===== src/design/container_checksum_md5_variant_assert.svh =====
// Assertion macros shared by the checksum RTL
`ifndef CONTAINER_CHECKSUM_MD5_VARIANT_ASSERT_SVH
`define CONTAINER_CHECKSUM_MD5_VARIANT_ASSERT_SVH

// Implication checked on every clock edge outside reset
`define CCM_ASSERT_IMPL(label, clk, rst, cond, prop, msg) \
   label: assert property (@(posedge clk) disable iff (rst) (cond) |-> (prop)) \
      else $error(msg);

// Implication whose consequent is checked in the cycle after the condition
`define CCM_ASSERT_NEXT(label, clk, rst, cond, prop, msg) \
   label: assert property (@(posedge clk) disable iff (rst) (cond) |=> (prop)) \
      else $error(msg);

`endif


===== src/design/ccmd5_pkg.sv =====
`timescale 1ns / 1ps
package ccmd5_pkg;

   localparam int unsigned HdrSkip = 20;

   localparam logic [31:0] InitA = 32'h67452301;
   localparam logic [31:0] InitB = 32'hefcdab89;
   localparam logic [31:0] InitC = 32'h98badcfe;
   localparam logic [31:0] InitD = 32'h10325476;

   function automatic logic [31:0] md5_k(input logic [5:0] i);
      logic [31:0] k;
      unique case (i)
         6'd0: k = 32'hd76aa478;  6'd1: k = 32'he8c7b756;
         6'd2: k = 32'h242070db;  6'd3: k = 32'hc1bdceee;
         6'd4: k = 32'hf57c0faf;  6'd5: k = 32'h4787c62a;
         6'd6: k = 32'ha8304613;  6'd7: k = 32'hfd469501;
         6'd8: k = 32'h698098d8;  6'd9: k = 32'h8b44f7af;
         6'd10: k = 32'hffff5bb1; 6'd11: k = 32'h895cd7be;
         6'd12: k = 32'h6b901122; 6'd13: k = 32'hfd987193;
         6'd14: k = 32'ha679438e; 6'd15: k = 32'h49b40821;
         6'd16: k = 32'hf61e2562; 6'd17: k = 32'hc040b340;
         6'd18: k = 32'h265e5a51; 6'd19: k = 32'he9b6c7aa;
         6'd20: k = 32'hd62f105d; 6'd21: k = 32'h02441453;
         6'd22: k = 32'hd8a1e681; 6'd23: k = 32'he7d3fbc8;
         6'd24: k = 32'h21e1cde6; 6'd25: k = 32'hc33707d6;
         6'd26: k = 32'hf4d50d87; 6'd27: k = 32'h455a14ed;
         6'd28: k = 32'ha9e3e905; 6'd29: k = 32'hfcefa3f8;
         6'd30: k = 32'h676f02d9; 6'd31: k = 32'h8d2a4c8a;
         6'd32: k = 32'hfffa3942; 6'd33: k = 32'h8771f681;
         6'd34: k = 32'h6d9d6122; 6'd35: k = 32'hfde5380c;
         6'd36: k = 32'ha4beea44; 6'd37: k = 32'h4bdecfa9;
         6'd38: k = 32'hf6bb4b60; 6'd39: k = 32'hbebfbc70;
         6'd40: k = 32'h289b7ec6; 6'd41: k = 32'heaa127fa;
         6'd42: k = 32'hd4ef3085; 6'd43: k = 32'h04881d05;
         6'd44: k = 32'hd9d4d039; 6'd45: k = 32'he6db99e5;
         6'd46: k = 32'h1fa27cf8; 6'd47: k = 32'hc4ac5665;
         6'd48: k = 32'hf4292244; 6'd49: k = 32'h432aff97;
         6'd50: k = 32'hab9423a7; 6'd51: k = 32'hfc93a039;
         6'd52: k = 32'h655b59c3; 6'd53: k = 32'h8f0ccc92;
         6'd54: k = 32'hffeff47d; 6'd55: k = 32'h85845dd1;
         6'd56: k = 32'h6fa87e4f; 6'd57: k = 32'hfe2ce6e0;
         6'd58: k = 32'ha3014314; 6'd59: k = 32'h4e0811a1;
         6'd60: k = 32'hf7537e82; 6'd61: k = 32'hbd3af235;
         6'd62: k = 32'h2ad7d2bb; default: k = 32'heb86d391;
      endcase
      return k;
   endfunction

   function automatic logic [4:0] md5_rot(input logic [5:0] i);
      logic [4:0] r;
      unique case ({i[5:4], i[1:0]})
         4'd0: r = 5'd7;   4'd1: r = 5'd12;  4'd2: r = 5'd17;  4'd3: r = 5'd22;
         4'd4: r = 5'd5;   4'd5: r = 5'd9;   4'd6: r = 5'd14;  4'd7: r = 5'd20;
         4'd8: r = 5'd4;   4'd9: r = 5'd11;  4'd10: r = 5'd16; 4'd11: r = 5'd23;
         4'd12: r = 5'd6;  4'd13: r = 5'd10; 4'd14: r = 5'd15; default: r = 5'd21;
      endcase
      return r;
   endfunction

   // message word index for round i
   function automatic logic [3:0] md5_g(input logic [5:0] i);
      logic [3:0] g;
      logic [3:0] l;
      l = i[3:0];
      unique case (i[5:4])
         2'd0: g = l;
         2'd1: g = 4'(5 * l + 1);
         2'd2: g = 4'(3 * l + 5);
         default: g = 4'(7 * l);
      endcase
      return g;
   endfunction

   typedef struct packed {
      logic start;
      logic [31:0] a;
      logic [31:0] b;
      logic [31:0] c;
      logic [31:0] d;
   } ccmd5_start_type;

endpackage


===== src/design/container_checksum_md5_variant.sv =====
`timescale 1ns / 1ps
// Modified-MD5 container checksum.
// req_ channel: one container byte per transfer (req_data_byte), req_last on
// the final byte. The first 20 bytes are skipped; each further 64 bytes are
// compressed with MD5 and the last byte closes the hash with the container's
// own final block layout.
// rsp_ channel: four transfers per container, chaining word A to D, with
// rsp_word_index, rsp_last_word on D and rsp_too_short if fewer than 20 bytes
// came (the words are then zero, offered the cycle after the last byte).
// Throughput: a byte per cycle while a block fills; after the 64th byte of a
// block req_ready stays low while the block fetches the first word, starts the
// round unit, runs the 64 rounds, raises the done flag and adds.
// Closing takes one or two such compressions, preceded by a write of the part
// word of the tail when the last byte does not complete a word. The words go
// one per cycle; a stalled receiver holds the current word and the block takes
// no new byte until all four have gone.
// Reset (synchronous, active high) loads the MD5 initial values and clears
// the counters; the byte store needs no clearing. After each container the
// block returns to that state by itself.
module container_checksum_md5_variant
   import ccmd5_pkg::*;
(
   input  logic        clock,
   input  logic        reset,
   input  logic        req_valid,
   output logic        req_ready,
   input  logic [7:0]  req_data_byte,
   input  logic        req_last,
   output logic        rsp_valid,
   input  logic        rsp_ready,
   output logic [31:0] rsp_digest_word,
   output logic [1:0]  rsp_word_index,
   output logic        rsp_last_word,
   output logic        rsp_too_short
);
`include "container_checksum_md5_variant_assert.svh"

   typedef enum logic [2:0] {
      ST_LOAD, ST_FETCH, ST_RUN, ST_ADD, ST_EMIT
   } state_type;

   // word-wide store of the current block, one write and one read port
   logic [31:0] mem [16];
   logic [31:0] rd_data_ff;

   state_type   state_ff;
   logic [31:0] ha_ff, hb_ff, hc_ff, hd_ff;
   logic [31:0] count_ff;
   logic [4:0]  hdr_ff;
   logic [1:0]  phase_ff;   // 0 data block, 1 closing block, 2 second closing block
   logic        short_ff;
   logic [1:0]  idx_ff;
   logic [31:0] anum_ff, bnum_ff;
   logic [5:0]  rem_ff;
   logic [31:0] word_ff;    // assembly of the word being loaded
   logic        mem_tail_pending;
   logic        last_pending_ff;

   ccmd5_start_type ctl;
   logic [5:0]  round;
   logic        busy, done;
   logic [31:0] ra, rb, rc, rd;
   logic [3:0]  rd_addr;
   logic [31:0] m_word;

   ccmd5_round u_round (
      .clock(clock), .reset(reset), .ctl(ctl), .m_word(m_word),
      .round(round), .busy(busy), .done(done),
      .h_a(ra), .h_b(rb), .h_c(rc), .h_d(rd)
   );

   logic        acc;
   logic [5:0]  pos;
   logic [31:0] wnext;
   logic        in_hdr;
   assign acc    = req_valid && req_ready;
   assign pos    = count_ff[5:0];
   assign in_hdr = hdr_ff < 5'(HdrSkip);

   always_comb begin
      wnext = word_ff;
      unique case (pos[1:0])
         2'd0: wnext[7:0]   = req_data_byte;
         2'd1: wnext[15:8]  = req_data_byte;
         2'd2: wnext[23:16] = req_data_byte;
         default: wnext[31:24] = req_data_byte;
      endcase
   end

   // closing block word w from stored tail word
   function automatic logic [31:0] close_word(input logic [1:0] ph, input logic [3:0] w,
                                              input logic [31:0] raw, input logic [5:0] r,
                                              input logic [31:0] an, input logic [31:0] bn);
      logic [31:0] o;
      logic [5:0]  base;
      logic [6:0]  bp;
      o = '0;
      if (ph == 2'd2) begin
         if (w == 4'd0) o = an;
         else if (w == 4'd15) o = bn;
      end else if (r >= 6'd56) begin
         for (int j = 0; j < 4; j++) begin
            bp = {1'b0, w, 2'(j)};
            if (bp < {1'b0, r}) o[8*j +: 8] = raw[8*j +: 8];
            else if (bp == {1'b0, r}) o[8*j +: 8] = 8'h80;
         end
      end else begin
         if (w == 4'd0) o = an;
         else if (w == 4'd15) o = bn;
         else begin
            // bytes 4.. hold tail; byte p comes from tail byte p-4
            base = 6'({w, 2'b00} - 6'd4);
            for (int j = 0; j < 4; j++) begin
               bp = {1'b0, base} + 7'(j);
               if (bp < {1'b0, r}) o[8*j +: 8] = raw[8*j +: 8];
               else if (bp == {1'b0, r}) o[8*j +: 8] = 8'h80;
            end
         end
      end
      return o;
   endfunction

   // for the short-tail block, word w uses stored word w-1 (shift by one word)
   always_comb begin
      logic [3:0] g;
      g = (round == 6'd63 || !busy) ? 4'd0 : md5_g(round + 6'd1);
      if (state_ff == ST_FETCH) g = 4'd0;
      if (phase_ff == 2'd1 && rem_ff < 6'd56) rd_addr = g - 4'd1;
      else rd_addr = g;
   end

   logic [3:0] cur_g;
   assign cur_g = md5_g(round);
   assign m_word = (phase_ff == 2'd0) ? rd_data_ff :
                   close_word(phase_ff, cur_g, rd_data_ff, rem_ff, anum_ff, bnum_ff);

   // a part word of the tail is written in the cycle after the last byte
   always_ff @(posedge clock) begin
      if (acc && !in_hdr && pos[1:0] == 2'd3) mem[pos[5:2]] <= wnext;
      else if (state_ff == ST_FETCH && mem_tail_pending) mem[rem_ff[5:2]] <= word_ff;
      rd_data_ff <= mem[rd_addr];
   end

   always_ff @(posedge clock) begin
      ctl.start <= !reset && (state_ff == ST_FETCH) && !mem_tail_pending;
      if (reset) begin
         state_ff <= ST_LOAD;
         ha_ff <= InitA; hb_ff <= InitB; hc_ff <= InitC; hd_ff <= InitD;
         count_ff <= '0;
         hdr_ff <= '0;
         phase_ff <= '0;
         short_ff <= 1'b0;
         idx_ff <= '0;
         mem_tail_pending <= 1'b0;
         last_pending_ff <= 1'b0;
      end else begin
         unique case (state_ff)
            ST_LOAD: if (acc) begin
               word_ff <= wnext;
               if (in_hdr) begin
                  hdr_ff <= hdr_ff + 5'd1;
                  if (req_last) begin
                     short_ff <= (hdr_ff + 5'd1) < 5'(HdrSkip);
                     if ((hdr_ff + 5'd1) < 5'(HdrSkip)) begin
                        idx_ff <= '0;
                        state_ff <= ST_EMIT;
                     end else begin
                        phase_ff <= 2'd1;
                        state_ff <= ST_FETCH;
                     end
                  end
               end else begin
                  count_ff <= count_ff + 32'd1;
                  if (pos == 6'd63) begin
                     phase_ff <= 2'd0;
                     state_ff <= ST_FETCH;
                  end else if (req_last) begin
                     phase_ff <= 2'd1;
                     state_ff <= ST_FETCH;
                  end
               end
               // partial word of a tail goes to store too
               if (!in_hdr && req_last && pos[1:0] != 2'd3) mem_tail_pending <= 1'b1;
               anum_ff  <= (in_hdr ? count_ff : count_ff + 32'd1) << 3;
               bnum_ff  <= (((in_hdr ? count_ff : count_ff + 32'd1) << 3) >> 2) | 32'd1;
               rem_ff   <= in_hdr ? pos : pos + 6'd1;
               last_pending_ff <= req_last;
            end
            ST_FETCH: begin
               if (mem_tail_pending) begin
                  mem_tail_pending <= 1'b0;
               end else begin
                  ctl.a <= ha_ff; ctl.b <= hb_ff; ctl.c <= hc_ff; ctl.d <= hd_ff;
                  state_ff <= ST_RUN;
               end
            end
            ST_RUN: if (done) begin
               ha_ff <= ha_ff + ra; hb_ff <= hb_ff + rb;
               hc_ff <= hc_ff + rc; hd_ff <= hd_ff + rd;
               state_ff <= ST_ADD;
            end
            ST_ADD: begin
               if (phase_ff == 2'd0) begin
                  if (last_pending_ff) begin
                     phase_ff <= 2'd1;
                     state_ff <= ST_FETCH;
                  end else state_ff <= ST_LOAD;
               end else if (phase_ff == 2'd1 && rem_ff >= 6'd56) begin
                  phase_ff <= 2'd2;
                  state_ff <= ST_FETCH;
               end else begin
                  idx_ff <= '0;
                  state_ff <= ST_EMIT;
               end
            end
            default: if (rsp_ready) begin
               idx_ff <= idx_ff + 2'd1;
               if (idx_ff == 2'd3) begin
                  state_ff <= ST_LOAD;
                  ha_ff <= InitA; hb_ff <= InitB; hc_ff <= InitC; hd_ff <= InitD;
                  count_ff <= '0;
                  hdr_ff <= '0;
                  short_ff <= 1'b0;
                  phase_ff <= '0;
               end
            end
         endcase
      end
   end

   assign req_ready = (state_ff == ST_LOAD);
   assign rsp_valid = (state_ff == ST_EMIT);
   always_comb begin
      unique case (idx_ff)
         2'd0: rsp_digest_word = ha_ff;
         2'd1: rsp_digest_word = hb_ff;
         2'd2: rsp_digest_word = hc_ff;
         default: rsp_digest_word = hd_ff;
      endcase
      if (short_ff) rsp_digest_word = '0;
   end
   assign rsp_word_index = idx_ff;
   assign rsp_last_word  = (idx_ff == 2'd3);
   assign rsp_too_short  = short_ff;

   `CCM_ASSERT_IMPL(a_no_overlap, clock, reset, rsp_valid, !req_ready,
      "input accepted while digest pending")
   `CCM_ASSERT_NEXT(a_emit_done, clock, reset, rsp_valid && rsp_ready && rsp_last_word,
      req_ready && !rsp_valid, "block did not return to loading")
   `CCM_ASSERT_IMPL(a_short_first, clock, reset, rsp_too_short && rsp_valid,
      rsp_digest_word == 32'd0, "short container gave nonzero word")
endmodule


===== src/design/ccmd5_round.sv =====
`timescale 1ns / 1ps
module ccmd5_round
   import ccmd5_pkg::*;
(
   input  logic            clock,
   input  logic            reset,
   input  ccmd5_start_type ctl,
   input  logic [31:0]     m_word,
   output logic [5:0]      round,
   output logic            busy,
   output logic            done,
   output logic [31:0]     h_a,
   output logic [31:0]     h_b,
   output logic [31:0]     h_c,
   output logic [31:0]     h_d
);
   // one MD5 round per cycle; m_word is the message word md5_g(round)
   logic [31:0] a_ff, b_ff, c_ff, d_ff;
   logic [31:0] f, sum, rot;
   logic [5:0]  round_ff;
   logic        busy_ff, done_ff;

   always_comb begin
      unique case (round_ff[5:4])
         2'd0: f = (b_ff & c_ff) | (~b_ff & d_ff);
         2'd1: f = (d_ff & b_ff) | (~d_ff & c_ff);
         2'd2: f = b_ff ^ c_ff ^ d_ff;
         default: f = c_ff ^ (b_ff | ~d_ff);
      endcase
      sum = a_ff + f + md5_k(round_ff) + m_word;
      rot = (sum << md5_rot(round_ff)) | (sum >> (6'd32 - {1'b0, md5_rot(round_ff)}));
   end

   always_ff @(posedge clock) begin
      if (reset) begin
         busy_ff  <= 1'b0;
         done_ff  <= 1'b0;
         round_ff <= '0;
      end else begin
         done_ff <= busy_ff && !ctl.start && (round_ff == 6'd63);
         if (ctl.start) begin
            busy_ff  <= 1'b1;
            round_ff <= '0;
            a_ff <= ctl.a; b_ff <= ctl.b; c_ff <= ctl.c; d_ff <= ctl.d;
         end else if (busy_ff) begin
            a_ff <= d_ff;
            d_ff <= c_ff;
            c_ff <= b_ff;
            b_ff <= b_ff + rot;
            round_ff <= round_ff + 6'd1;
            if (round_ff == 6'd63) begin
               busy_ff <= 1'b0;
            end
         end
      end
   end

   assign round = round_ff;
   assign busy  = busy_ff;
   assign done  = done_ff;
   assign h_a = a_ff;
   assign h_b = b_ff;
   assign h_c = c_ff;
   assign h_d = d_ff;
endmodule

===== config.mk =====
export PLATFORM = sky130hd
export DESIGN_NAME = container_checksum_md5_variant
export DESIGN_NICKNAME = d
export VERILOG_FILES = /design/src/design/ccmd5_pkg.sv /design/src/design/container_checksum_md5_variant.sv /design/src/design/ccmd5_round.sv
export VERILOG_INCLUDE_DIRS = /design/src /design/src/design
export SDC_FILE = /design/constraint.sdc
export NUM_CORES = 2
export LEC_CHECK = 0
export BUFFER_PORTS_ARGS = -buffer_cell sky130_fd_sc_hd__buf_2
export CAP_MARGIN = 20
export CORE_MARGIN = 2
export CORE_UTILIZATION = 30
export CTS_BUF_LIST = sky130_fd_sc_hd__clkbuf_4 sky130_fd_sc_hd__clkbuf_8
export CTS_CLUSTER_DIAMETER = 30
export DETAILED_ROUTE_END_ITERATION = 8
export SETUP_SLACK_MARGIN = 0.1
export SLEW_MARGIN = 10
export SYNTH_ARGS = -nofsm -noshare
export SYNTH_HDL_FRONTEND = slang
export SYNTH_SLANG_ARGS = --single-unit

===== constraint.sdc =====
create_clock -name clock -period 25.2 [get_ports clock]
set_clock_uncertainty 0.2 [all_clocks]
set_input_delay 5.04 -clock clock [delete_from_list [all_inputs] [get_ports clock]]
set_output_delay 5.04 -clock clock [all_outputs]
set_load 0.02 [all_outputs]

# Word-level counts from Yosys, hierarchy flattened
# Memories as Yosys holds them, arrays and structs flattened. A register that Yosys moved wholly into a read port is not among the register bits.
# Cells that the tools add are included.
[totals]
in_bits = 13
latchBits = 0
out_inout_bits = 38
wordCells = 320
regBits = 507
mem_count = 4
ramBits = 512
rom_bits = 2208
[memory_table]
columns = ["memory", "depth", "width", "read_ports", "rd_clocked_by_memory_dff", "write_ports", "line_no", "text"]
rows = [
  ["(no name shown)", 64, 32, 1, 1, 0, "ccmd5_pkg.sv:13", "unique case (i)"],
  ["mem", 16, 32, 1, 1, 1, "container_checksum_md5_variant.sv:43", "logic [31:0] mem [16];"],
  ["(no name shown)", 16, 5, 1, 1, 0, "ccmd5_pkg.sv:52", "unique case ({i[5:4], i[1:0]})"],
  ["(no name shown)", 16, 5, 1, 1, 0, "ccmd5_pkg.sv:52", ""],
]
[op_classes]
eq_ne = 43
reduce_logical = 54
n_mul = 6
n_bitwise = 18
shifts = 2
div = 0
order_cmp = 12
add_sub_neg = 23
n_mux = 130
[op_table]
columns = ["cell", "n"]
rows = [
  ["$mux W32", 32],
  ["$pmux W32 S2", 5],
  ["$add A32 B32 Y32", 8],
  ["$pmux W32 S3", 2],
  ["$mux W8", 20],
  ["$and A32 B32 Y32", 4],
  ["$or A32 B32 Y32", 4],
  ["$xor A32 B32 Y32", 3],
  ["$not A32 Y32", 2],
  ["$mux W2", 18],
  ["$mux W3", 12],
  ["$add A32 B1 Y32 const B", 1],
  ["$mux W4", 8],
  ["$reduce_or A32 Y1", 1],
  ["$shl A32 B5 Y32", 1],
  ["$shr A32 B6 Y32", 1],
  ["$eq A6 B6 Y1", 5],
  ["$lt A6 B6 Y1", 5],
  ["$mux W30", 1],
  ["$pmux W4 S3", 2],
  ["$eq A7 B6 Y1", 3],
  ["$lt A7 B6 Y1", 3],
  ["$mux W5", 4],
  ["$mux W6", 3],
  ["other kinds (51)", 140],
]

# Logic depth before layout (Yosys ltp)
[depth]
ltp_word = 19
ltp_mapped = 55
depth_no_buf = 52

# Cells and area by module
# Synthesis repeated with hierarchy kept, for this count alone.
[unflattened]
hier_cells = 5638
area_unflattened_um2 = 62618.8
[modules_own_cells]
columns = ["module", "cells_each", "n_inst", "seq_area_each_um2", "area_each_um2"]
rows = [
  ["container_checksum_md5_variant", 3140, 1, 25154.1, 42109.1],
  ["ccmd5_round", 2498, 1, 4744.6, 20509.7],
]

# Worst setup path before layout
# OpenSTA, ideal clock, no wires.
[synth_timing]
path_type = "input-to-reg"
from = "input port reset"
to = "register ctl[0] (netlist name)"
setup_time_ns = 0.800
stages = 3
path_slack_ns = 9.465
t_required_ns = 24.200
t_arrival_ns = 14.735
path_buffers = 2
cell_sequence = "clkbuf_1 > clkbuf_1 > nor3b_1"
[synth_via]
elab_chain_len = 2
[synth_lines]
columns = ["item", "line_no", "text"]
rows = [
  ["from (decl)", "container_checksum_md5_variant.sv:24", "input logic reset,"],
  ["$not A1 Y1 (no source line)", "-", ""],
  ["$reduce_and A3 Y1 (no source line)", "-", ""],
]
# No other way between the ends.
# A chain may end at the register's enable or synchronous reset.

# Worst setup path in the final report
[layout_timing]
from = "register u_round.round_ff[0] (netlist: u_round.round[0])"
to = "register u_round.b_ff[31] (netlist: u_round.h_b[31]), data pin"
[layout_via]
elab_chain_len = 19
elab_cells_between_ends = 58
classes_between = "8 x add/sub; 3 x mul; 8 x order compare; 9 x eq/ne; 2 x shift; 26 x mux; 1 x bitwise; 1 x reduce/logical"
[layout_lines]
columns = ["item", "line_no", "text"]
rows = [
  ["from (decl)", "ccmd5_round.sv:20", "logic [5:0] round_ff;"],
  ["from (signal assigned)", "ccmd5_round.sv:50", "round_ff <= round_ff + 6'd1;"],
  ["$mul A2 B4 Y4 or $mul A3 B4 Y4 (tied branches)", "ccmd5_pkg.sv:69, ccmd5_pkg.sv:68", ""],
  ["$add A4 B3 Y4 or $add A4 B1 Y4 (tied branches)", "ccmd5_pkg.sv:69, ccmd5_pkg.sv:68", ""],
  ["$pmux W4 S3 (*)", "ccmd5_pkg.sv:66", "unique case (i[5:4])"],
  ["branches (longest 8 deep; another with $add A6 B1 Y7)", "-", ""],
  ["$mux W32 (*)", "container_checksum_md5_variant.sv:98", "if (ph == 2'd2) begin"],
  ["$mux W32 (*)", "container_checksum_md5_variant.sv:134", "assign m_word = (phase_ff == 2'd0) ? rd_data_ff :"],
  ["$add A32 B32 Y32 (*)", "ccmd5_round.sv:30", "sum = a_ff + f + md5_k(round_ff) + m_word;"],
  ["$shr A32 B6 Y32 or $shl A32 B5 Y32 (tied branches)", "ccmd5_round.sv:31", "rot = (sum << md5_rot(round_ff)) | (sum >> (6'd32 - {1'b0, md5_rot(round_ff)}));"],
  ["$or A32 B32 Y32 (*)", "ccmd5_round.sv:31", ""],
  ["$add A32 B32 Y32 (*)", "ccmd5_round.sv:49", "b_ff <= b_ff + rot;"],
  ["$mux W32 (*)", "ccmd5_round.sv:45", "end else if (busy_ff) begin"],
  ["$mux W32 (*)", "ccmd5_round.sv:41", "if (ctl.start) begin"],
  ["to (signal assigned)", "ccmd5_round.sv:44", "a_ff <= ctl.a; b_ff <= ctl.b; c_ff <= ctl.c; d_ff <= ctl.d;"],
  ["to (signal assigned)", "ccmd5_round.sv:49", ""],
  ["to (decl)", "ccmd5_round.sv:18", "logic [31:0] a_ff, b_ff, c_ff, d_ff;"],
]
# Mark *: on every way between the ends. The select of a mux whose other input is x is not followed.

==> metrics.cfg <==
[drt]
dr.pass1.iters=9
viasPerCell=5.514
drt-total-wl_um=203500
wl_per_cell_um=23.35
route.detailed.drc=12
vias=48060
drt_iter0_markers=5766
detail-route-antenna-nets=0

[layout]
syn2layout_area_growth_pct=13.16
layout_common_cells=edfxtp_1 (829), nor2_1 (464), a21oi_1 (447)
final_common_cell=edfxtp_1
register_area_um2=29910
nets=6073
final_layout_size_suffix_gt1_share_pct=16.00
multiInputGateArea_um2=30400
fillCellCount=20480
finalNonFillerCells=8716

[pwr]
cellPowerDensity_nw_per_um2=74.66
leakage_nw=25.18
vdd_drop_max_v=0.00007213

[timing]
rsz0062_at_grt=no
final.setup.tns_ns=0
slew_headroom_pct=22.97
setup_viol=0
post-route-min-period_ns=13.88
max_freq_ghz=0.07206
min_period_over_period_pct=55.07
hold_violations=0
tightest_slew_ns=1.156
maxSlewViolCount=0

[min_path]
worstHoldStart=last_pending_ff$_SDFFE_PP0P_
hp-class=reg2reg
worstHoldPathCells=2
holdPathEnd=last_pending_ff$_SDFFE_PP0P_

[place]
place_inst=8337
gp_congestion=0.9453
dp_hpwl_um=137200
port_buffers=50

[logic_synthesis]
synth_ff_type=edfxtp_1
ys_ff_latch=1079
yosysSeqAreaShare_pct=47.88
synth_top_family_by_area=compound AO/OA/AOI/OAI gates
synth_fa_ha_area_share_pct=7.530
synthMuxAreaShare_pct=10.26
synth_xor_area_share_pct=3.705
yosys.area_share.simple_pct=10.45
avgSynthCellArea_um2=10.85
synthesis.nets=6078
syn_inst=5756
synth_compound_area_share_pct=16.31
yosysWarnings=0
synth_edf_count=829
synth_area_um2=62440
ys_types=100
synthArstFlopShare_pct=0

[die]
start_util_pct=30.16
die_h_um=460.2
pin_count=51
core-area_um2=207100
fp.dieArea_um2=211800
placementRows=167
die_width_um=460.2

[setup_path]
crit_slowest_cell=dfxtp_1
regToRegEndpoint=u_round.h_b[31]$_DFFE_PP_
cp_top_family=compound AO/OA/AOI/OAI gates
worstPathRequired_ns=25.68
worst_path_largest_cell_delay_ns=0.68
r2r_start=u_round.round[0]$_SDFFE_PP0P_
critPathArrivalTime_ns=14.35
critical_path_class=reg2reg
crit_path_start_kind=flop
reg2regPathDepth=49
worstPathMaxFanout=14
timing.reg2reg.setup_slack_ns=11.32
cp_num_buf_inv=4
endpoint_kind=flop

[cts]
clock_latency_ns=0.96
cts_resized=0
cts_max_level=4
numCtsBuffers=200
cts_tree=yes
cts_buffer_depth=3
cts_setup_buffers=0
clk_pin_slew_ns=0.06
cts_sinks=1079
cts_root_buffer=clkbuf_8
cts_hold_buf=0

[global_route]
antenna_found_initial=6
grt_max_degree=129
grt-busiest-layer=met2
grt_pass1_vias=46220
met3_usage_pct=3.406
grt.met2_usage_pct=29.93
use_met1_pct=25.12
grt.total_usage_pct=18.74
grt-ovfl-total=0
grt_pass1_wl_um=301700

[outcome]
violations=design-rule violations
status=finished, violations left

[flow_run]
cap_violations=0

==> synth_stat cells, drive strengths merged (24+ instances only) <==
library cell	number	area [um2]
edfxtp	829	24890
nor2	482	1809
a21oi	450	2260
nand2	422	1584
o21ai	402	2016
inv	282	1059
clkbuf	268	1006
dfxtp	250	5005
ha	239	2990
nand3	185	930.9
mux4	172	3874
mux2	153	1734
xnor2	143	1252
a31oi	136	850.8
nor3	133	665.6
xor2	108	945.9
a21o	86	645.6
mux2i	80	800.8
buf	79	336.6
fa	70	1401
a211oi	67	515.5
o211ai	46	355.3
and3	39	244.0
o21a	34	255.2
a222oi	32	320.3
o31ai	32	245.2
maj3	31	310.3
o21bai	30	225.2
o22ai	30	193.9
o221a	28	315.3
nand2b	27	168.9
or3	27	168.9
a221oi	24	216.5
==> cell families (layout without fill, tap and decap cells) <==
family | Yosys count | after routing
AO/OA/AOI/OAI | 1591 | 1591
AND/OR/NAND/NOR | 1453 | 1453
flip-flops | 1079 | 1079
buffers and inverters | 632 | 802
multiplexers | 405 | 405
adder cells (fa/ha/maj) | 340 | 340
XOR/XNOR | 256 | 256
other | 0 | 2
==> per-stage QoR <==
step	worst slack (ns)	power, mW	util [%]	hold slack, ns	instance area (um2)
3_5_place_dp	11.58	3.273	31.79	0.2727	65820
2_1_floorplan	9.465	2.920	-	0.2461	62440
6_report	11.32	5.275	34.12	0.2764	70660
3_3_place_gp	11.83	3.263	31.79	0.2582	65820
4_1_cts	11.44	5.293	34.12	0.2791	70660
5_1_grt	10.43	5.507	34.12	0.3049	70660
==> where the power goes <==
part	internal [mW]	leakage (nW)	switching, mW
clock network	1.17	2.45	0.844
registers	1.94	9.36	0.0187
logic	0.506	13.4	0.794
==> area by class of cell <==
type	instances	share of cell area (%)
inverters	285	1.514
flip-flops and latches	1079	42.33
well taps	2788	4.937
diodes	2	0.007083
multi-input cells	4045	43.02
repair buffers	140	1.346
clock buffers	255	4.586
clock inverters	122	2.254
==> tightest hold or removal path, delay by kind of cell, from the launching register on <==
family,cells,cell delay (ns)
compound gates,1,0.05
flops,1,0.32
simple gates,1,0.06
==> layer usage <==
layer  up-vias  wire length [um]  share of wire (%)
met1     24050             86700                 43
met4         4              6886                3.4
met2      1952             95020                 47
met3       332             14910                7.3
li1      21730                 -                  -
met5         -                14             0.0069
==> flip-flops by register name, indices dropped and copies added, names as in the netlist, 2 cells and up, named ones only <==
register and count:
u_round.h_c 32, u_round.h_d 32, ctl 129, count_ff 29, hb_ff 32, u_round.h_a 32, rd_data_ff 32, mem 512
ha_ff 32, rsp_word_index 2, u_round.round 6, hd_ff 32, state_ff 3, hdr_ff 5, word_ff 32, rem_ff 5
u_round.h_b 32, hc_ff 32, phase_ff 2, anum_ff 24
==> worst max-delay path by stage <==
stage                                              from                   endpoint  slack (ns)  depth (start not counted)
after floorplan                                   reset           ctl[0]$_DFFE_PP_        9.47                          3
after global placement    u_round.round[0]$_SDFFE_PP0P_  u_round.h_b[31]$_DFFE_PP_       11.83                         49
after detailed placement  u_round.round[0]$_SDFFE_PP0P_  u_round.h_b[31]$_DFFE_PP_       11.58                         49
after CTS                 u_round.round[0]$_SDFFE_PP0P_  u_round.h_b[31]$_DFFE_PP_       11.44                         49
after global routing      u_round.round[0]$_SDFFE_PP0P_  u_round.h_b[31]$_DFFE_PP_       10.43                         49
final                     u_round.round[0]$_SDFFE_PP0P_  u_round.h_b[31]$_DFFE_PP_       11.32                         49
No activity file was read; power rests on OpenSTA's default activity.
